`src/sv/ttl_pkg.sv`:
```
// ============================================================================
// TTL name cache table package
// Shared types, codes and constants for the expiring name cache table.
// ============================================================================
package ttl_pkg;

    localparam int ENTRIES_DEF = 8;     // default number of table cells
    localparam int NAME_CHARS  = 8;     // longest accepted name in characters
    localparam int NAME_BITS   = 8 * NAME_CHARS;
    localparam int MS_PER_SEC  = 1000;

    typedef enum logic [1:0] {
        OP_TICK  = 2'd0,
        OP_FIND  = 2'd1,
        OP_ADD   = 2'd2,
        OP_CLEAR = 2'd3
    } op_t;

    typedef enum logic [1:0] {
        ST_OK        = 2'd0,
        ST_NOT_FOUND = 2'd1,
        ST_INVALID   = 2'd2,
        ST_FULL      = 2'd3
    } status_t;

    typedef enum logic [1:0] {
        S_IDLE,
        S_WALK,
        S_DIVIDE
    } state_t;

    typedef struct packed {
        op_t         opcode;
        logic [63:0] name_key;
        logic [31:0] ttl_seconds;
    } req_t;

    typedef struct packed {
        status_t     status;
        logic [31:0] remaining_seconds;
    } res_t;

    // Lookup token that travels down the row of cells, one cell per cycle.
    typedef struct packed {
        logic        active;   // token present at this position
        logic        is_add;   // add or refresh, else find
        logic        insert;   // second walk of an add: purge and insert
        logic        hit;      // a valid entry matched the key
        logic        expired;  // the matching entry had expired (find)
        logic        placed;   // the key was written into a free cell
        logic [63:0] key;
        logic [63:0] expiry;   // new expiry for add
        logic [63:0] diff;     // expiry minus now of a live hit (find)
    } tok_t;

endpackage

```
`src/sv/ttl_sec_div.sv`:
```
// ============================================================================
// TTL seconds divider
// Turns a millisecond span into whole seconds, rounded up and saturated.
// ============================================================================
module ttl_sec_div (
    input  logic        clk,
    input  logic        rst_n,
    input  logic        load,
    input  logic [63:0] dividend,
    output logic        done,
    output logic [31:0] seconds
);

    // Spans above this many milliseconds round up past the largest count.
    localparam logic [63:0] SatMs  = 64'hFFFF_FFFF * 64'(ttl_pkg::MS_PER_SEC);
    localparam logic [41:0] RoundC = 42'(ttl_pkg::MS_PER_SEC - 1);
    // The rounded span is divided by 8 with a shift and then by 125 with a
    // reciprocal: ceil(2^46 / 125), exact for every span below 2^39.
    localparam logic [39:0] Recip  = 40'd562949953422;
    localparam int          Shift  = 46;

    logic              run_reg, run_next;
    logic              done_reg, done_next;
    logic              sat_reg, sat_next;
    logic [1:0]        cnt_reg, cnt_next;
    logic [38:0]       span_reg, span_next;
    logic [79:0]       acc_reg, acc_next;
    logic [41:0]       rounded;
    logic [19:0]       op_a;
    logic [19:0]       op_b;
    logic [39:0]       prod;

    // One 20 by 20 partial product is accumulated per cycle, four in all.
    always_comb
    begin
        run_next  = run_reg;
        done_next = 1'b0;
        sat_next  = sat_reg;
        cnt_next  = cnt_reg;
        span_next = span_reg;
        acc_next  = acc_reg;
        rounded   = dividend[41:0] + RoundC;
        op_a      = cnt_reg[0] ? {1'b0, span_reg[38:20]} : span_reg[19:0];
        op_b      = cnt_reg[1] ? Recip[39:20] : Recip[19:0];
        prod      = 40'(op_a) * 40'(op_b);
        if (load)
        begin
            run_next  = 1'b1;
            sat_next  = (dividend > SatMs);
            cnt_next  = 2'd0;
            span_next = rounded[41:3];
            acc_next  = '0;
        end
        else if (run_reg)
        begin
            case (cnt_reg)
                2'd0:
                begin
                    acc_next = acc_reg + 80'(prod);
                end
                2'd1, 2'd2:
                begin
                    acc_next = acc_reg + {20'd0, prod, 20'd0};
                end
                default:
                begin
                    acc_next = acc_reg + {prod, 40'd0};
                end
            endcase
            cnt_next = cnt_reg + 2'd1;
            if (cnt_reg == 2'd3)
            begin
                run_next  = 1'b0;
                done_next = 1'b1;
            end
        end
    end

    always_ff @(posedge clk or negedge rst_n)
    begin
        if (!rst_n)
        begin
            run_reg  <= 1'b0;
            done_reg <= 1'b0;
        end
        else
        begin
            run_reg  <= run_next;
            done_reg <= done_next;
        end
    end

    always_ff @(posedge clk)
    begin
        sat_reg  <= sat_next;
        cnt_reg  <= cnt_next;
        span_reg <= span_next;
        acc_reg  <= acc_next;
    end

    assign seconds = sat_reg ? '1 : acc_reg[Shift +: 32];
    assign done    = done_reg;

endmodule

```
`config.mk`:
```
export PLATFORM = sky130hd
export DESIGN_NAME = ttl_sec_div
export DESIGN_NICKNAME = d
export VERILOG_FILES = /design/src/sv/ttl_pkg.sv /design/src/sv/ttl_sec_div.sv
export SDC_FILE = /design/constraint.sdc
export NUM_CORES = 1
export LEC_CHECK = 0
export BUFFER_PORTS_ARGS = -buffer_cell sky130_fd_sc_hd__buf_2
export CAP_MARGIN = 20
export CELL_PAD_IN_SITES_DETAIL_PLACEMENT = 1
export CELL_PAD_IN_SITES_GLOBAL_PLACEMENT = 1
export CORE_ASPECT_RATIO = 1.1
export CORE_MARGIN = 2
export CORE_UTILIZATION = 50
export CTS_CLUSTER_SIZE = 30
export DETAILED_ROUTE_END_ITERATION = 8
export GPL_ROUTABILITY_DRIVEN = 0
export HOLD_SLACK_MARGIN = 0.03
export PLACE_DENSITY = 0.9
export REMOVE_ABC_BUFFERS = 1
export SYNTH_ARGS = -nofsm -noshare
export SYNTH_HDL_FRONTEND = slang
export SYNTH_SLANG_ARGS = --single-unit
```
`constraint.sdc`:
```
create_clock -name clk -period 19.3 [get_ports clk]
set_input_delay 0.965 -clock clk [delete_from_list [all_inputs] [get_ports clk]]
set_output_delay 0.965 -clock clk [all_outputs]
set_load 0.005 [all_outputs]
```
Yosys cells after proc, flatten, opt, wreduce, memory -nomap -nowiden:

Index checks and enable logic that the tools add are counted.

* $add $sub $neg: 5
* multiplexer cells: 10
* $lt $le $gt $ge: 1
* reduce and logical (&&, ||, !) cells: 2
* equality and inequality tests: 3
* multipliers: 1

Operator list (number)
* one-hot mux 80 bit (2 select lines): 1
* adder 80 x 40 -> 80 bit: 1
* adder 80 x 60 -> 80 bit: 1
* adder 80 bit: 1
* > comparator 64 x 42 -> 1 bit, second input constant: 1
* adder 42 x 10 -> 42 bit, second input constant: 1
* multiplier 20 x 20 -> 40 bit: 1
* two-way mux 32 bit: 1
* two-way mux 20 bit: 1
* two-way mux 19 bit: 1
* two-way mux 1 bit: 6
* == test 2 bit, second input constant: 2
* adder 2 x 1 -> 2 bit, second input constant: 1
* == test 2 x 1 -> 1 bit, second input constant: 1
* zero test 2 bit: 1
* OR reduction 2 bit: 1

* flip-flop bits (word level): 124
* input port bits: 67

Longest topological paths before layout:

Gate-level depths: netlist (run 1).

* word-level depth: 4
* gate-level depth with buffers: 45
* depth with buffers taken out: 43

Worst setup path before layout (run 1):

No wires, ideal clock.

* path kind: reg-to-reg
* from: register cnt_reg[0]
* to: register acc_reg[77]
* buffers on the path: 4
* data required time: 19.178 ns
* arrival time: 10.531 ns
* library setup time: 0.122 ns
* stages on the path, launching flop included: 38
* period minus slack after synthesis: 10.653 ns
* setup slack: 8.647 ns
* cell sequence: dfxtp_1 > buf_1 > buf_1 > mux2i_1 > nor2_1 > inv_1 > fa_1 > fa_1 > inv_1 > fa_1 > fa_1 > fa_1 > fa_1 > ha_1 > ha_1 > a21o_1 > a221oi_2 > o21ai_2 > [2 not listed] > a211o_1 > a2111o_1 > o211ai_2 > a31oi_1 > a21o_1 > a21oi_1 > xnor2_1 > ha_1 > clkbuf_1 > nand4_1 > nor3_1 > a211oi_2 > or3_1 > buf_2 > o31ai_2 > a21boi_0 > a311o_1 > a311o_1

* longest elaborated chain between the ends: 4
* elaborated cells on any way between the ends: 10
* classes of those cells: add/sub: 3; mul: 1; eq/ne: 2; mux: 2; reduce/logical: 2

RTL lines
* start: declaration: RTL line ttl_sec_div.sv:25 `logic [1:0] cnt_reg, cnt_next;`
* start signal: assignment: RTL line ttl_sec_div.sv:96 `cnt_reg <= cnt_next;`
* two-way mux 20 bit: RTL line ttl_sec_div.sv:43 `op_a = cnt_reg[0] ? {1'b0, span_reg[38:20]} : span_reg[19:0];`
* multiplier 20 x 20 -> 40 bit: RTL line ttl_sec_div.sv:45 `prod = 40'(op_a) * 40'(op_b);`
* adder 80 bit (tied with other cells): RTL line ttl_sec_div.sv:67 `acc_next = acc_reg + {prod, 40'd0};`
* one-hot mux 80 bit (2 select lines) (*): RTL line ttl_sec_div.sv:56 `case (cnt_reg)`
* end signal: assignment: RTL line ttl_sec_div.sv:98 `acc_reg <= acc_next;`
* end: declaration: RTL line ttl_sec_div.sv:27 `logic [79:0] acc_reg, acc_next;`

Mark *: on every way between the ends. The rest lies on a longest branch, timed or not.
A chain may end at the register's enable or synchronous reset.

Worst setup path in the final report (run 1):

* from: register cnt_reg[1]
* to: register acc_reg[68]

* longest elaborated chain between the ends: 4
* elaborated cells on any way between the ends: 10
* classes of those cells: add/sub: 3; mul: 1; eq/ne: 2; mux: 2; reduce/logical: 2

RTL lines
* two-way mux 19 bit: RTL line ttl_sec_div.sv:44 `op_b = cnt_reg[1] ? Recip[39:20] : Recip[19:0];`
* multiplier 20 x 20 -> 40 bit: RTL line ttl_sec_div.sv:45
* adder 80 bit (tied with other cells): RTL line ttl_sec_div.sv:67
* one-hot mux 80 bit (2 select lines) (*): RTL line ttl_sec_div.sv:56

Marked as above.

==> impl_metrics.yaml, run 1 <==
outcome:
  outcome: "completed"
grt:
  grt_pass1_vias: 23600
  track_usage_pct: 39.7
  antenna_found_initial: 3
  grt_pass1_wl_microns: 137000
  grt_overflow: 0
  grt_start_max_net_pins: 66
routing:
  ant_nets: 0
  drtIter0Drc: 2016
  route.detailed.drc: 0
  via_per_inst: 6.70
  wirelength_microns: 90900
  vias: 21700
  wire_per_inst_microns: 28.1
  dr.pass1.iters: 8
synthesis:
  ys_seq_area_share_pct: 12.9
  synth_area_leader_cell: "ha_1"
  synth_area_sq_um: 22000
  async_flop_share_pct: 1.65
  synth-edff-count: 40
  yosysTopAreaCellShare_pct: 18.6
  synth_area_leaders: "ha_1, fa_1, dfxtp_1"
  yosysWarnings: 0
  synth_cell_types: 93
  synthCells: 2575
  synth_seq_cells: 121
  syn_area_per_cell_sq_um: 8.55
  ys.flop_type: "dfxtp_1"
clocking:
  postCtsSetupBuffers: 0
  cts_tree: "done"
  cts.hold.buffers_added: 0
  cts_root_buffer: "clkbuf_16"
  cts_buffer_depth: 2
  insertion_delay_ps: 490
  cts.repair.resized: 0
  cts_buffers: 17
  clk_pin_slew_ps: 80
  h-tree-depth: 4
  clock_sink_count: 121
floorplanning:
  die_w_microns: 204
  core_sq_um: 43400
  fp-row-count: 80
  initial_utilization_pct: 50.7
  die_h_microns: 224
  die-area_sq_um: 45700
  pin_count: 100
layout:
  final_cell_mix: "inv_1, ha_1, nor2_1"
  largest_reg_flops: 76
  drive_above_1_share_pct: 9.00
  nets: 3242
  area_growth_pct: 7.72
  final_common_cell: "inv_1"
  fin_cells: 3233
flow_run:
  drv_cap: 0
setup_path:
  rrSetupSlack_ps: 6950
  cp.required_ps: 19640
  worstSetupPathDepth: 36
  cp-startpoint: "cnt_reg[1]"
  cp_common_cell: "fa_1"
  r2r-start: "cnt_reg[1]"
  cp_num_buf_inv: 4
  arrival_ps: 12690
  crit_type: "flip-flop to flip-flop"
  cpMaxStageDelayCell: "clkinv_1"
  reg2reg_to: "acc_reg[68]"
  endpoint_kind: "flip-flop"
  reg2reg_depth: 36
  endpoint: "acc_reg[68]"
  path_max_fanout: 27
  cp_top_family: "adder cells"
  start_kind: "flip-flop"
  critPathMaxStageDelay_ps: 1040
timing:
  fin_setup_tns_ps: 0
  post-route-min-period_ps: 12350
  slew_headroom_pct: 8.54
  rsz0062_at_grt: "false"
  setup_viol: 0
  worst-slew-pin-transition_ps: 1360
  fmax_mhz: 81.0
  slew_viol_final: 0
  timing.final.crit_share_pct: 64.0
  finClkSkew_ps: 28.5
  final_hold_viol_count: 0
placed_design:
  numPortBuffers: 99
  dp_cells: 3195
  dp_hpwl_microns: 70600
min_path:
  hp-class: "primary input to async pin"
## synth_stat cells (7+ instances only)
master     instances
fa_1             204
and3_1            28
ha_1             328
nor4_1            19
o31a_1             7
o21a_1            18
or3_1              9
buf_1              8
buf_2              8
mux2i_1           22
a22oi_1           29
nor3_1            45
a211oi_1           8
a221oi_1          32
xor2_1            77
nand2b_1          13
a2111oi_0         12
nor2_1           212
or2_2             42
a21o_1            92
o21ai_1           17
nand4_1           34
nor2b_1           27
inv_1            338
dfxtp_1           79
o31ai_1            7
xnor2_1          128
a21oi_1          148
and2_1            13
clkbuf_1          72
nand2_1          152
nand3_1           42
edfxtp_1          40
o21bai_1          17
a31oi_1           24
o21ai_0           86
## metal layers
| layer | vias to the layer above | GRT usage [%] | share of wire, % |
|---|---|---|---|
| li1 | 9076 | - | - |
| met1 | 10700 | 42.5 | 35 |
| met2 | 1286 | 66.1 | 47 |
| met3 | 603 | 9.12 | 8.2 |
| met4 | 2 | 34.1 | 9.8 |
| met5 | - | 1.08 | 0.012 |
## how the worst min path moves through the flow
stage / cells after the start / slack [ps] / to / start
after floorplan: 2 / 450 / acc_reg[20] / acc_reg[20]
after global placement: 2 / 470 / acc_reg[20] / acc_reg[20]
after detailed placement: 2 / 500 / acc_reg[20] / acc_reg[20]
after CTS: 1 / 270 / done / rst_n
after global routing: 1 / 280 / done / rst_n
final: 1 / 270 / done / rst_n
## through the flow
stage | hold WS (ps) | cell area (sq um) | setup slack [ps] | utilization [%]
3_5_place_dp | 497 | 23100 | 7290 | 53.2
4_1_cts | 269 | 23700 | 7220 | 54.5
6_report | 270 | 23700 | 6950 | 54.6
2_1_floorplan | 448 | 21700 | 9020 | -
3_3_place_gp | 466 | 23100 | 8030 | 53.2
5_1_grt | 282 | 23700 | 6450 | 54.6
## cell type report
| class | instances | area (sq um) |
|---|---|---|
| Antenna cell | 3 | 7.51 |
| Clock buffer | 18 | 450 |
| Clock inverter | 14 | 126 |
| Fill cell | 5190 | 19700 |
| Inverter | 341 | 1280 |
| Multi-Input combinational cell | 2039 | 17600 |
| Sequential cell | 121 | 2830 |
| Tap cell | 574 | 718 |
| Timing Repair Buffer | 123 | 682 |
## logic make-up (layout without fill, tap and decap cells)
| family | after synthesis | count (layout) | share of synthesized area (%) |
|---|---|---|---|
| AOI/OAI and AO/OA | 596 | 596 | 18.6 |
| xor gates and xnor gates | 205 | 205 | 8.16 |
| muxes | 26 | 26 | 1.20 |
| buffers and inverters | 430 | 496 | 7.38 |
| and+or+nand+nor | 663 | 663 | 14.5 |
| DFF | 121 | 121 | 12.9 |
| adders and majority gates | 532 | 532 | 37.2 |
| other | 2 | 20 | 0.0341 |
Power of run 1 is left out: the tool's default activity adds up to more than one toggle a clock period on the data nets, which glitch-free logic cannot reach.
==> run 2, diff against run 1 <==
CORE_UTILIZATION = 45   (was 50)
PLACE_DENSITY = 0.86   (was 0.9)
clock period = 10.08 ns   (was 19.3 ns; I/O delays follow)
==> run 2 against run 1 <==
Net effect: the flow now finishes with violations (negative setup slack); count of clock-buffer cells in the layout grew 4; critical path depth grew 1; cell area increased by 7.5%; critical path type unchanged; critical endpoint is now acc_reg[73].
==> impl_metrics.yaml, run 2 (synthesis gave the netlist of run 1 again) <==
floorplanning:
  die-area_sq_um: 50700
  initial_utilization_pct: 45.3
  fp-row-count: 85
  core_sq_um: 48600
  die_w_microns: 215
  pin_count: 100
  die_h_microns: 236
timing:
  slew_headroom_pct: 13.2
  fmax_mhz: 93.9
  worst-slew-pin-transition_ps: 1290
  post-route-min-period_ps: 10650
  holdWs_ps: 294
  timing.final.crit_share_pct: 106
  final_hold_viol_count: 0
  slew_viol_final: 0
  fin_ws_ps: -569
  finClkSkew_ps: 17.9
  rsz0062_at_grt: "true"
  setup_viol: 40
  fin_setup_tns_ps: -13360
grt:
  grt_pass1_wl_microns: 134000
  grt_start_max_net_pins: 55
  track_usage_pct: 34.2
  antenna_found_initial: 3
  grt_overflow: 0
  grt_pass1_vias: 23300
routing:
  via_per_inst: 6.67
  route.detailed.drc: 0
  ant_nets: 0
  wire_per_inst_microns: 29.7
  vias: 22800
  dr.pass1.iters: 5
  drtIter0Drc: 2470
  wirelength_microns: 101000
layout:
  final_cell_mix: "inv_1, ha_1, nor2_1"
  final_common_cell: "inv_1"
  nFillCells: 5709
  fin_cells: 3418
  largest_reg_flops: 76
  drive_above_1_share_pct: 16.6
  area_growth_pct: 15.8
  nets: 3349
clocking:
  cts_buffer_depth: 2
  insertion_delay_ps: 530
  cts_root_buffer: "clkbuf_16"
  clk_pin_slew_ps: 70
  cts_tree: "done"
  h-tree-depth: 4
  cts_buffers: 17
  clock_sink_count: 121
setup_path:
  cp_common_cell: "fa_1"
  cp.required_ps: 10480
  crit_type: "flip-flop to flip-flop"
  arrival_ps: 11050
  start_kind: "flip-flop"
  cpMaxStageDelayCell: "xnor2_1"
  endpoint_kind: "flip-flop"
  critPathMaxStageDelay_ps: 1010
  path_max_fanout: 6
outcome:
  failed_checks: "negative setup slack"
  outcome: "complete, but fails checks"
placed_design:
  numPortBuffers: 99
  dp_worst_setup_slack_ps: -458
  dp_cells: 3335
  dp_hpwl_microns: 68300
min_path:
  hp-class: "primary input to async pin"
flow_run:
  drv_cap: 0
[run 2: cell count changes in the layout (fill, tap and decap cells not counted), sizes merged, moves of 2 or more]
cell,previous run,this run
clkinv,6,8
bufinv,0,2
buf,123,228
inv,347,335
clkinvlp,2,6
clkbuf,18,23
[run 2: final cells by class]
type / count / area [sq um] / share of cell area [%]
clock inverter: 10 / 115 / 0.451
timing repair buffer: 230 / 1560 / 6.10
tap: 652 / 816 / 3.20
multi-input combinational: 2039 / 18400 / 72.1
sequential: 121 / 2840 / 11.1
inverter: 341 / 1300 / 5.09
clock buffer: 22 / 485 / 1.90
antenna: 3 / 7.51 / 0.0294
[run 2: path summary, 6_finish.rpt]
path | start | to | slack [ps] | cells after the start
setup / recovery | cnt_reg[0] | acc_reg[73] | -570 | 37
hold reg to reg | acc_reg[5] | acc_reg[5] | 500 | 2
min in group clk | dividend[39] | span_reg[36] | 290 | 2
max in group asynchronous | rst_n | run_reg | 9690 | 2
setup reg to reg | cnt_reg[0] | acc_reg[73] | -570 | 37
hold / removal | rst_n | done | 290 | 2
[run 2: per-layer routing]
layer	routed length, microns	global-route usage (%)	share of wire (%)
met1	33800	37.7	33
met2	46700	58.2	46
met3	10100	7.67	10
met4	10800	24.8	11
met5	13	0	0.013
[run 2: critical path, delay by kind of cell, from the launching register on]
| family | cells | cell delay [ps] |
|---|---|---|
| and+or+nand+nor | 7 | 1350 |
| DFF | 1 | 400 |
| xor gates and xnor gates | 2 | 1180 |
| adders and majority gates | 9 | 4210 |
| muxes | 1 | 200 |
| buffers and inverters | 8 | 1230 |
| AOI/OAI and AO/OA | 10 | 1950 |
[run 2: what timing repair did]
item / CTS / global route
endpoints found under the hold margin: 2 / 0
hold buffers: 1 / 0
resized for setup: 38 / 126
setup endpoints to repair: 38 / 40
pin swaps: 5 / 47
cloned: 0 / 1
setup buffers: 8 / 38
[run 2: metrics by stage]
stage                     instance area, sq um  utilization (%)
final                                    25500             52.5
after global routing                     25500             52.4
after CTS                                24500             50.5
after detailed placement                 23700             48.8
after global placement                   23700             48.8
after floorplan                          21700                -
Power of run 2 is left out for the same reason.
