==> config.mk <==
export PLATFORM = sky130hd
export DESIGN_NAME = ttl_cell
export DESIGN_NICKNAME = d
export VERILOG_FILES = /design/src/sv/ttl_pkg.sv /design/src/sv/ttl_cell.sv
export SDC_FILE = /design/constraint.sdc
export NUM_CORES = 1
export LEC_CHECK = 0
export ABC_AREA = 1
export ABC_CLOCK_PERIOD_IN_PS = 15300
export BUFFER_PORTS_ARGS = -buffer_cell sky130_fd_sc_hd__buf_2
export CORE_MARGIN = 8
export CORE_UTILIZATION = 45
export CTS_BUF_LIST = sky130_fd_sc_hd__clkbuf_8
export DETAILED_ROUTE_END_ITERATION = 8
export PLACE_DENSITY = 0.7
export SETUP_SLACK_MARGIN = 0.3
export SYNTH_ARGS = -nofsm -noshare
export SYNTH_HDL_FRONTEND = slang
export SYNTH_SLANG_ARGS = --single-unit
==> constraint.sdc <==
create_clock -name clk -period 15.3 [get_ports clk]
set_input_delay 3.06 -clock clk [delete_from_list [all_inputs] [get_ports clk]]
set_output_delay 3.06 -clock clk [all_outputs]
set_load 0.01 [all_outputs]
==> src/sv/ttl_pkg.sv <==
// ============================================================================
// TTL name cache table package
// Shared types, codes and constants for the expiring name cache table.
// ============================================================================
package ttl_pkg;

    localparam int ENTRIES_DEF = 8;     // default number of table cells
    localparam int NAME_CHARS  = 8;     // longest accepted name in characters
    localparam int NAME_BITS   = 8 * NAME_CHARS;
    localparam int MS_PER_SEC  = 1000;

    typedef enum logic [1:0] {
        OP_TICK  = 2'd0,
        OP_FIND  = 2'd1,
        OP_ADD   = 2'd2,
        OP_CLEAR = 2'd3
    } op_t;

    typedef enum logic [1:0] {
        ST_OK        = 2'd0,
        ST_NOT_FOUND = 2'd1,
        ST_INVALID   = 2'd2,
        ST_FULL      = 2'd3
    } status_t;

    typedef enum logic [1:0] {
        S_IDLE,
        S_WALK,
        S_DIVIDE
    } state_t;

    typedef struct packed {
        op_t         opcode;
        logic [63:0] name_key;
        logic [31:0] ttl_seconds;
    } req_t;

    typedef struct packed {
        status_t     status;
        logic [31:0] remaining_seconds;
    } res_t;

    // Lookup token that travels down the row of cells, one cell per cycle.
    typedef struct packed {
        logic        active;   // token present at this position
        logic        is_add;   // add or refresh, else find
        logic        insert;   // second walk of an add: purge and insert
        logic        hit;      // a valid entry matched the key
        logic        expired;  // the matching entry had expired (find)
        logic        placed;   // the key was written into a free cell
        logic [63:0] key;
        logic [63:0] expiry;   // new expiry for add
        logic [63:0] diff;     // expiry minus now of a live hit (find)
    } tok_t;

endpackage

==> src/sv/ttl_cell.sv <==
// ============================================================================
// TTL table cell
// One table entry plus one stage of the lookup token pipeline.
// ============================================================================
module ttl_cell (
    input  logic          clk,
    input  logic          rst_n,
    input  logic          clear,
    input  logic [63:0]   now_ms,
    input  ttl_pkg::tok_t tok_in,
    output ttl_pkg::tok_t tok_out
);

    logic          valid_reg, valid_next;
    logic [63:0]   key_reg, key_next;
    logic [63:0]   exp_reg, exp_next;
    ttl_pkg::tok_t tok_reg, tok_next;
    logic          match;
    logic          expired;

    always_comb
    begin
        tok_next   = tok_in;
        valid_next = valid_reg;
        key_next   = key_reg;
        exp_next   = exp_reg;
        match      = valid_reg && (key_reg == tok_in.key);
        expired    = (now_ms >= exp_reg);
        if (tok_in.active)
        begin
            if (!tok_in.insert)
            begin
                if (match)
                begin
                    tok_next.hit = 1'b1;
                    if (tok_in.is_add)
                    begin
                        exp_next = tok_in.expiry;
                    end
                    else if (expired)
                    begin
                        valid_next       = 1'b0;
                        tok_next.expired = 1'b1;
                    end
                    else
                    begin
                        tok_next.diff = exp_reg - now_ms;
                    end
                end
            end
            else
            begin
                // Purge an expired entry; the first free cell takes the key.
                if (!valid_reg || expired)
                begin
                    valid_next = 1'b0;
                    if (!tok_in.placed)
                    begin
                        valid_next      = 1'b1;
                        key_next        = tok_in.key;
                        exp_next        = tok_in.expiry;
                        tok_next.placed = 1'b1;
                    end
                end
            end
        end
        if (clear)
        begin
            valid_next = 1'b0;
        end
    end

    always_ff @(posedge clk or negedge rst_n)
    begin
        if (!rst_n)
        begin
            valid_reg <= 1'b0;
            tok_reg   <= '0;
        end
        else
        begin
            valid_reg <= valid_next;
            tok_reg   <= tok_next;
        end
    end

    always_ff @(posedge clk)
    begin
        key_reg <= key_next;
        exp_reg <= exp_next;
    end

    assign tok_out = tok_reg;

endmodule

### Word level (Yosys, flattened, before mapping)

Cells that the tools add are included.

| word-level totals | value |
|---|---|
| register bits after elaboration | 327 |
| input bits | 265 |
| output and inout bits | 198 |
| logic and storage cells | 56 |

| cells by class | value |
|---|---|
| add/subtract/negate cells | 1 |
| magnitude comparators | 1 |
| eq/ne operators | 5 |
| muxes and demuxes | 25 |
| bitwise gates (word level) | 1 |
| reduce and logical (&&, ||, !) cells | 11 |

Operator list:

| cell | count |
|---|---|
| two-way mux 64 bit | 10 |
| == test 64 bit | 1 |
| greater-or-equal comparator 64 bit | 1 |
| subtractor 64 bit | 1 |
| two-way mux 1 bit | 12 |
| AND reduction 5 bit | 2 |
| nonzero test 2 bit | 3 |
| nonzero test 3 bit | 2 |
| two-way mux 2 bit | 2 |
| AND reduction 4 bit | 1 |
| two-way mux 3 bit | 1 |
| inequality test 3 x 2 -> 1 bit (second input constant) | 1 |
| inequality test 3 bit (second input constant) | 1 |
| inequality test 2 x 1 -> 1 bit (second input constant) | 1 |
| inequality test 2 bit (second input constant) | 1 |
| logical AND 1 bit | 1 |
| zero test 1 bit | 1 |
| logical OR 1 bit | 1 |
| inverter 1 bit | 1 |

### Logic depth before layout (Yosys ltp)

Gate-level depths: netlist of run 1.

| depth | value |
|---|---|
| depth in word-level cells | 7 |
| depth in mapped cells | 22 |
| gate-level depth less buffers | 21 |

### Worst setup path before layout of run 1

OpenSTA, ideal clock, no wires.

| timing path | value |
|---|---|
| path type | input-to-reg |
| start | input port now_ms[0] |
| end | register exp_reg[0], enable pin |
| data arrival time | 7,196 ps |
| slack | 7,617 ps |
| stages | 16 |
| buffers on the path | 0 |
| cells stage by stage | ha_1 -> inv_1 -> fa_1 -> nand2_1 -> nand2_1 -> nand3_1 -> nand2_1 -> nand2_1 -> nand2_2 -> nand2_1 -> nand2_2 -> nand2_2 -> nand2_2 -> nand3_1 -> a21oi_1 -> nor2_1 |

| on the way | value |
|---|---|
| longest elaborated chain between the ends | 4 |

Ends and longest elaborated chain:

| what | line | source |
|---|---|---|
| start: declaration | ttl_cell.sv:9 | `input logic [63:0] now_ms,` |
| greater-or-equal comparator 64 bit | ttl_cell.sv:28 | `expired = (now_ms >= exp_reg);` |
| logical OR 1 bit | ttl_cell.sv:54 | `if (!valid_reg \|\| expired)` |
| inequality test 2 x 1 -> 1 bit (no line) | - |  |
| AND reduction 5 bit (no line) | - |  |
| end signal: assignment | ttl_cell.sv:90 | `exp_reg <= exp_next;` |
| end: declaration | ttl_cell.sv:16 | `logic [63:0] exp_reg, exp_next;` |

No other way between the ends.
A chain may end at the register's enable or synchronous reset.

### Worst setup path after layout of run 1

| timing path | value |
|---|---|
| start | input port now_ms[5] |
| end | register exp_reg[3], enable pin |

The elaborated chain is that of the path after synthesis.

==> results of run 1 <==
layout by cell type, fill, tap and decap left out, types with 31 or more instances in the layout:
cell | synthesis | final
a21oi_1 | 87 | 87
nand3_1 | 80 | 80
ha_1 | 64 | 64
edfxtp_1 | 128 | 128
nor2_1 | 209 | 207
dfrtp_1 | 199 | 199
nand2_1 | 558 | 558
buf_2 | 4 | 461
o21ai_0 | 50 | 50
o21ai_1 | 41 | 41
clkbuf_8 | 0 | 64
inv_1 | 347 | 370
xor2_1 | 31 | 31
xnor2_1 | 31 | 31
logic make-up (layout without fill, tap and decap cells):
| kind of cell | Yosys count | count (layout) | synth area share |
|---|---|---|---|
| buf+inv | 373 | 927 | 0.0866 |
| xor+xnor | 62 | 62 | 0.0323 |
| fa+ha+maj | 65 | 65 | 0.0488 |
| compound gates | 215 | 215 | 0.0698 |
| simple gates | 954 | 954 | 0.237 |
| flops | 327 | 327 | 0.525 |
| other cells | 0 | 7 | 0 |
final timing paths:
kind                                            start                     end  slack (ns)
worst min register to register  valid_reg$_DFFE_PN0P_   valid_reg$_DFFE_PN0P_        0.56
worst min-delay path            valid_reg$_DFFE_PN0P_   valid_reg$_DFFE_PN0P_        0.56
worst max register to register   exp_reg[7]$_DFFE_PP_    exp_reg[3]$_DFFE_PP_       11.44
max in group asynchronous                       rst_n  tok_out[174]$_DFF_PN0_       11.66
worst max-delay path                        now_ms[5]    exp_reg[3]$_DFFE_PP_        9.30
min in group asynchronous                       rst_n    tok_out[5]$_DFF_PN0_        2.33
synthesized netlist by cell type:
library cell	n	area (um^2)
a21boi_0	3	22.5
a21o_1	6	45.0
a21oi_1	87	435
and2_0	1	6.26
and2_1	5	31.3
buf_2	4	20.0
buf_4	2	15.0
buf_6	4	45.0
buf_8	1	15.0
clkbuf_2	1	5.00
dfrtp_1	199	4980
edfxtp_1	128	3840
fa_1	1	20.0
ha_1	64	801
inv_1	347	1300
inv_2	14	52.6
nand2_1	558	2090
nand2_2	10	62.6
nand2_4	1	11.3
nand3_1	80	400
nand3_2	1	10.0
nand3b_1	10	75.1
nand4_1	26	163
nand4_2	1	12.5
nor2_1	209	785
nor2_2	8	50.1
nor2_4	3	33.8
nor3_1	14	70.1
nor3_2	2	20.0
nor3_4	1	16.3
nor4_1	5	31.3
o211ai_1	1	7.51
o21a_1	2	15.0
o21ai_0	50	250
o21ai_1	41	205
o21ai_2	3	26.3
o21bai_1	22	165
or2_1	7	43.8
or2_2	12	75.1
xnor2_1	31	272
xor2_1	31	272
worst register-to-register path: cells and delay by family, from the launching register on:
family / cells / cell delay [ns]
DFF: 1 / 0.37
adders and majority gates: 1 / 0.37
AOI/OAI and AO/OA: 1 / 0.11
and+or+nand+nor: 6 / 1.99
buffers and inverters: 2 / 0.62
layer usage:
| layer | part of all wire | global-route usage | vias up |
|---|---|---|---|
| li1 | - | - | 7324 |
| met5 | 0.00076 | 0 | - |
| met3 | 0.079 | 0.0666 | 89 |
| met2 | 0.49 | 0.458 | 578 |
| met4 | 0.026 | 0.0919 | 8 |
| met1 | 0.40 | 0.311 | 7046 |
power by group through the flow:
stage	logic, mW	clock network (mW)	registers (mW)
after floorplan	0.157	0	0.995
after global placement	0.329	0	0.978
after detailed placement	0.332	0	0.980
after CTS	0.333	0.778	0.963
after global routing	0.367	0.815	0.966
final	0.332	0.758	0.963
cell type report:
class | count | area share
diodes | 7 | 0.000844
clock buffers | 64 | 0.0424
clock inverters | 36 | 0.00988
inverters | 361 | 0.0653
multi-input cells | 1296 | 0.315
flip-flops and latches | 327 | 0.425
well taps | 468 | 0.0282
repair buffers | 466 | 0.113
==> results_dict.tcl, run 1 <==
set metrics [dict create \
    outcome "complete, no violations" \
    viasPerCell 4.97 \
    rsz0062_at_grt "false" \
    num-fill-cells 3429 \
    root_buffer "clkbuf_8" \
    post-place-ws_ns 8.56 \
    grt_max_degree 98 \
    synth_seq_cells 327 \
    crit_slowest_cell "nor2_4" \
    fin_util 0.566 \
    fin_area_um2 20800 \
    wl_per_cell_um 19.3 \
    cts-htree-levels 2 \
    power.share.switching 0.286 \
    gp_congestion 0.906 \
    p_seq_frac 0.469 \
    wl_um 58200 \
    cpMostUsedCell "inv_1" \
    portBuffers 462 \
    crit_chain "buf_2 > inv_1 > ha_1 > nand2_1 > nor2_2 > inv_1 > nor3_1 > nand4_2 > nand3_1 > a21oi_1 > nor2_4 > buf_4" \
    finalSetupTns_ns 0 \
    dr.pass1.iters 5 \
    dpl.hpwl_um 48700 \
    r2r_cells 10 \
    path_class "input pin to register" \
    power_density_nw_per_um2 98.9 \
    worstPathArrival_ns 6.30 \
    place_area_um2 19700 \
    clockPowerShare 0.369 \
    crit_cells 12 \
    worst_slew_pin_slew_ns 1.01 \
    ant_nets 0 \
    fp.dieW_um 209 \
    min_period_ns 6.00 \
    synth_warnings 0 \
    syn_area_um2 16800 \
    finalPower_mw 2.05 \
    cts.sinks 327 \
    worstHoldPathType "register to register" \
    grt_pass1_wl_um 89300 \
    cts_made_buffers 53 \
    layout_setup_ws_ns 9.30 \
    core_um2 36700 \
    io_pins 463 \
    combPwrFrac 0.162 \
    rows 70 \
    switchingPower_uw 588 \
    critPathLaunchType "input pin" \
    nNetsFinal 2835 \
    peakVddDrop_uv 96.1 \
    grt_pass1_vias 16100 \
    hold_viol 0 \
    p_int_mw 1.47 \
    clk_pin_slew_worst_paths_ns 0.06 \
    via_count 15000 \
    synth_seq_area_share 0.525 \
    drc 0 \
    cap_viol_max_count 0 \
    postCtsHoldBufs 0 \
    seq_area_um2 8820 \
    required_ns 15.60 \
    ctsLongestPathBuffers 3 \
    setup_viol 0 \
    path_max_fanout 35 \
    grt-ovfl-total 0 \
    synth_cell_types 41 \
    netlist_instances 1996 \
    relSlewSlack 0.326 \
    fmaxAchievable_ghz 0.167 \
    synth_nets 2326 \
    ctsResizeCount 0 \
    finalClockSkew_ns 0.0196 \
    worstSetupEndpointType "register" \
    p_leak_nw 10.8 \
    largest_reg_flops 198 \
    clock_latency_ns 0.66 \
    holdWs_ns 0.560 \
    start_util 0.458 \
    min_period_over_period 0.392 \
    syn_avg_cell_area_um2 8.42 \
    multi_input_comb_area_um2 6540 \
    place_inst 2918 \
    min_path_cells 2 \
    grt_usage 0.262 \
    cpLargestDelayFamily "simple AND/OR/NAND/NOR gates" \
    syn2layout_area_growth_pct 23.5 \
    die_y_um 209 \
    drt_iter0_drc 883 \
    antenna_found_initial 9 \
    drive_gt1_frac 0.235 \
    drv_slew 0 \
    fin_cells 3025 \
    cts_tree "done" \
    die_area_um2 43800 \
    cp_slowest_stage_delay_ns 0.66 \
    post-cts-setup-buffers 0 \
    worst-path-buf-inv 4 \
]
No activity file was read; power rests on OpenSTA's default activity.
==> run 2: changes to the inputs <==
ABC_CLOCK_PERIOD_IN_PS = 5400   (was 15300)
PLACE_DENSITY = 0.73   (was 0.7)
clock period = 5.4 ns   (was 15.3 ns; I/O delays follow)
==> run 2 against run 1 <==
Worst setup slack got worse by 7.5 ns; register-to-register slack got worse by 9.5 ns; final cell count decreased by 0.17%; core utilization increased by 0.17 points; via count increased by 0.40%; clock power increased to 2.9 times the previous value; critical path depth increased by 8; die area unchanged; non-clock buffer count increased by 2.
==> results_dict.tcl, run 2 (same netlist as run 1, synthesis figures left out) <==
set metrics [dict create \
    dpl.hpwl_um 49500 \
    gp_congestion 0.967 \
    worstSetupEndpointType "register" \
    outcome "complete, no violations" \
    power.share.switching 0.278 \
    finalPower_mw 5.89 \
    fp.dieW_um 209 \
    ant_nets 0 \
    grt-ovfl-total 0 \
    min_period_over_period 0.673 \
    final_cell_mix "558 x nand2_1, 461 x buf_2, 366 x inv_1" \
    crit_chain "buf_2 > ha_1 > inv_1 > fa_1 > nand2_1 > nand2_1 > nand3_1 > nand2_1 > nand2_1 > nand2_2 > nand2_1 > nand2_2 > nand2_2 > nand2_2 > nand2_2 > inv_2 > nand2_4 > inv_2 > nand3_1 > nand2_1" \
    r2r_start "exp_reg[0]$_DFFE_PP_" \
    via_count 15100 \
    worst_slew_pin_slew_ns 0.801 \
    p_int_mw 4.26 \
    fin_area_um2 20800 \
    worstPathArrival_ns 4.13 \
    root_buffer "clkbuf_8" \
    cp_slowest_stage_delay_ns 0.47 \
    ctsLongestPathBuffers 3 \
    die_area_um2 43800 \
    place_area_um2 19700 \
    clock_latency_ns 0.64 \
    p_leak_nw 10.8 \
    path_class "input pin to register" \
    critPathLaunchType "input pin" \
    num-fill-cells 3418 \
    die_y_um 209 \
    crit_path_start "now_ms[0]" \
    rows 70 \
    relSlewSlack 0.466 \
    finalSetupTns_ns 0 \
    drv_slew 0 \
    required_ns 5.89 \
    postCtsHoldBufs 0 \
    holdWs_ns 0.501 \
    cts.sinks 327 \
    power_density_nw_per_um2 283 \
    hold_viol 0 \
    min_period_ns 3.64 \
    rsz0062_at_grt "false" \
    path_max_fanout 62 \
    p_seq_frac 0.463 \
    crit_slowest_cell "nand2_4" \
    clockPowerShare 0.376 \
    portBuffers 462 \
    nNetsFinal 2835 \
    switchingPower_mw 1.64 \
    cts_made_buffers 51 \
    finalClockSkew_ns 0.0416 \
    dr.pass1.iters 6 \
    syn2layout_area_growth_pct 23.9 \
    drc 0 \
    largest_reg_flops 198 \
    clk_pin_slew_worst_paths_ns 0.06 \
    combPwrFrac 0.161 \
    grt_pass1_vias 15700 \
    wl_um 58900 \
    io_pins 463 \
    post-cts-setup-buffers 0 \
    grt_pass1_wl_um 89000 \
    grt_usage 0.264 \
    viasPerCell 5.00 \
    core_um2 36700 \
    worstHoldPathType "input pin to asynchronous set/reset pin" \
    layout.cells.most_common "nand2_1" \
    cts_tree "done" \
    reg2reg_slack_ns 1.89 \
    cap_viol_max_count 0 \
    peakVddDrop_uv 297 \
    setup_viol 0 \
    fmaxAchievable_ghz 0.275 \
    fin_util 0.567 \
    start_util 0.458 \
    drive_gt1_frac 0.237 \
    cts-htree-levels 2 \
    ctsResizeCount 0 \
    grt_max_degree 103 \
    wl_per_cell_um 19.5 \
    antenna_found_initial 12 \
    cpMostUsedCell "nand2_1" \
    drt_iter0_drc 949 \
]
==> run 2: cell types whose count changed in the layout (fill, tap and decap cells not counted), sizes merged <==
cell / previous run / this run
clkinv: 9 / 7
inv: 384 / 382
bufinv: 1 / 3
clkinvlp: 3 / 0
clkbuf: 64 / 66
buf: 466 / 467
diode: 7 / 4
==> run 2: metal layers <==
metal  track usage  up-vias  part of all wire
li1              -     7327                 -
met5             0        -            0.0015
met4        0.0761       14             0.024
met2         0.467      577              0.50
met1         0.316     7085              0.40
met3        0.0620      102             0.074
==> run 2: power by group through the flow <==
stage,clock (mW),combinational (mW),sequential (mW)
final,2.22,0.948,2.73
after global routing,2.39,1.04,2.73
after CTS,2.28,0.950,2.73
after detailed placement,0,0.946,2.77
after global placement,0,0.942,2.77
after floorplan,0,0.446,2.82
==> run 2: stage by stage <==
stage	cells	setup slack, ns
final	3020	1.76
after global routing	3017	1.48
after CTS	3016	1.79
after detailed placement	2920	1.15
after global placement	2920	1.19
after floorplan	1996	0.772
==> run 2: critical path, delay by kind of cell <==
family	cells	cell delay [ns]
adders and majority gates	2	0.58
buffers and inverters	4	0.63
and+or+nand+nor	14	1.81
==> run 2: path summary, 6_finish.rpt <==
path / end / cells after the start
setup reg to reg: tok_out[54]$_DFF_PN0_ / 20
min in group clk: tok_out[75]$_DFF_PN0_ / 1
hold reg to reg: valid_reg$_DFFE_PN0P_ / 2
setup / recovery: tok_out[54]$_DFF_PN0_ / 20
max in group asynchronous: tok_out[153]$_DFF_PN0_ / 2
hold / removal: tok_out[55]$_DFF_PN0_ / 1
==> run 2: final cells by class <==
| class | instances | area [um^2] | share of cell area |
|---|---|---|---|
| clock inverter | 31 | 221 | 0.0106 |
| inverter | 361 | 1360 | 0.0651 |
| tap | 468 | 586 | 0.0281 |
| timing repair buffer | 468 | 2390 | 0.115 |
| multi-input combinational | 1296 | 6540 | 0.314 |
| sequential | 327 | 8820 | 0.424 |
| antenna | 4 | 10.0 | 0.000481 |
| clock buffer | 65 | 895 | 0.0430 |
==> run 3: changes to the inputs <==
ABC_CLOCK_PERIOD_IN_PS = 3100   (was 5400)
clock period = 3.1 ns   (was 5.4 ns; I/O delays follow)
==> run 3 against run 2 <==
Worst hold slack worse by 0.44 ns; global-route usage up 1.4 points; combinational power increased by 100%; core utilization up 4.1 points; total power increased by 81%; sequential cell count unchanged; critical endpoint is now exp_reg[1]$_DFFE_PP_; largest cell class unchanged.
==> results_dict.tcl, run 3 (same netlist as run 1, synthesis figures left out) <==
set metrics [dict create \
    cts_tree "done" \
    cap_viol_max_count 0 \
    worstPathArrival_ns 3.12 \
    reg2reg_slack_ns 0.33 \
    dpl.hpwl_um 52700 \
    fmaxAchievable_ghz 0.361 \
    num-fill-cells 3182 \
    min_period_ns 2.77 \
    grt_pass1_wl_um 93200 \
    wl_um 63900 \
    rsz0062_at_grt "false" \
    syn2layout_area_growth_pct 32.9 \
    cts_made_buffers 52 \
    drive_gt1_frac 0.283 \
    portBuffers 462 \
    critPathLaunchType "register" \
    wl_per_cell_um 20.3 \
    die_area_um2 43800 \
    nNetsFinal 2961 \
    clk_pin_slew_worst_paths_ns 0.07 \
    drt_iter0_drc 1088 \
    ctsLongestPathBuffers 3 \
    worst_slew_pin_slew_ns 0.757 \
    holdWs_ns 0.0575 \
    postCtsHoldBufs 0 \
    io_pins 463 \
    via_count 15600 \
    path_max_fanout 10 \
    drc 0 \
    cts.sinks 327 \
    drv_slew 0 \
    grt_usage 0.278 \
    finalClockSkew_ns 0.0451 \
    p_leak_nw 11.5 \
    core_um2 36700 \
    path_class "register to register" \
    rows 70 \
    power_density_nw_per_um2 476 \
    gp_congestion 0.976 \
    root_buffer "clkbuf_8" \
    clock_latency_ns 0.65 \
    dr.pass1.iters 5 \
    cts-htree-levels 2 \
    hold_viol 0 \
    worstSetupEndpointType "register" \
    antenna_found_initial 9 \
    min_period_over_period 0.893 \
    r2r_cells 19 \
    peakVddDrop_uv 436 \
    start_util 0.458 \
    final_cell_mix "555 x nand2_1, 461 x buf_2, 365 x inv_1" \
    largest_reg_flops 198 \
    fp.dieW_um 209 \
    worstHoldPathType "input pin to asynchronous set/reset pin" \
    outcome "complete, no violations" \
    grt_pass1_vias 16200 \
    relSlewSlack 0.495 \
    grt_max_degree 92 \
    viasPerCell 4.96 \
    required_ns 3.46 \
    setup_viol 0 \
    layout.cells.most_common "nand2_1" \
    die_y_um 209 \
    finalPower_mw 10.6 \
    ant_nets 0 \
    grt-ovfl-total 0 \
]
## run 3: routing by layer
layer	part of all wire	routed length, um	up-vias	GRT usage
li1	-	-	7583	-
met1	0.40	25800	7315	0.338
met2	0.49	31600	592	0.489
met3	0.074	4720	101	0.0602
met4	0.027	1750	8	0.0836
met5	0.00078	50	-	0
## run 3: worst paths after layout
| check | from | to |
|---|---|---|
| max | exp_reg[0]$_DFFE_PP_ | exp_reg[1]$_DFFE_PP_ |
| min | rst_n | tok_out[68]$_DFF_PN0_ |
| max reg2reg | exp_reg[0]$_DFFE_PP_ | exp_reg[1]$_DFFE_PP_ |
| min reg2reg | valid_reg$_DFFE_PN0P_ | valid_reg$_DFFE_PN0P_ |
| max in group asynchronous | rst_n | tok_out[120]$_DFF_PN0_ |
| min in group clk | tok_in[107] | tok_out[107]$_DFF_PN0_ |
## run 3: power breakdown
part / switching (mW) / leakage, nW / total (mW) / internal (mW)
clock network: 1.74 / 0.663 / 3.99 / 2.25
registers: 0.0557 / 3.49 / 4.75 / 4.70
logic: 1.17 / 7.37 / 1.90 / 0.734
total: 2.96 / 11.5 / 10.6 / 7.68
## run 3: worst max-delay path, cell delays in order (launching register included)
cell,delay [ns]
edfxtp_1,0.37
inv_2,0.09
ha_4,0.15
inv_2,0.04
fa_2,0.36
nand2_1,0.07
nand2_1,0.07
nand3_1,0.07
nand2_1,0.10
nand2_1,0.11
nand2_2,0.07
nand2_1,0.08
nand2_2,0.09
nand2_2,0.09
nand2_4,0.07
nand3_4,0.09
a21oi_2,0.07
nor2_4,0.12
buf_12,0.18
clkbuf_16,0.19
## run 3: area by class of cell
type | count | area (um^2) | share of cell area
antenna | 5 | 12.5 | 0.000560
clock buffer | 62 | 853 | 0.0382
clock inverter | 35 | 303 | 0.0136
inverter | 361 | 1360 | 0.0606
multi-input combinational | 1296 | 6810 | 0.305
sequential | 327 | 8820 | 0.395
tap | 468 | 586 | 0.0262
timing repair buffer | 593 | 3600 | 0.161
## run 3: timing repair
action                                  CTS  global route
endpoints found under the setup margin    0           182
setup buffers                             0             3
resized for setup                         0            34
## run 3: metrics by stage
stage / std cells / TNS (ns) / instance area (um^2) / setup WS (ns) / utilization
final: 3147 / 0 / 22300 / 0.332 / 0.609
after global routing: 3143 / 0 / 22300 / 0.250 / 0.609
after global placement: 3033 / 0 / 20700 / 0.0641 / 0.563
after floorplan: 1996 / -29.20 / 16800 / -0.232 / -
after detailed placement: 3033 / 0 / 20700 / 0.00954 / 0.563
after CTS: 3130 / 0 / 21800 / 0.315 / 0.595
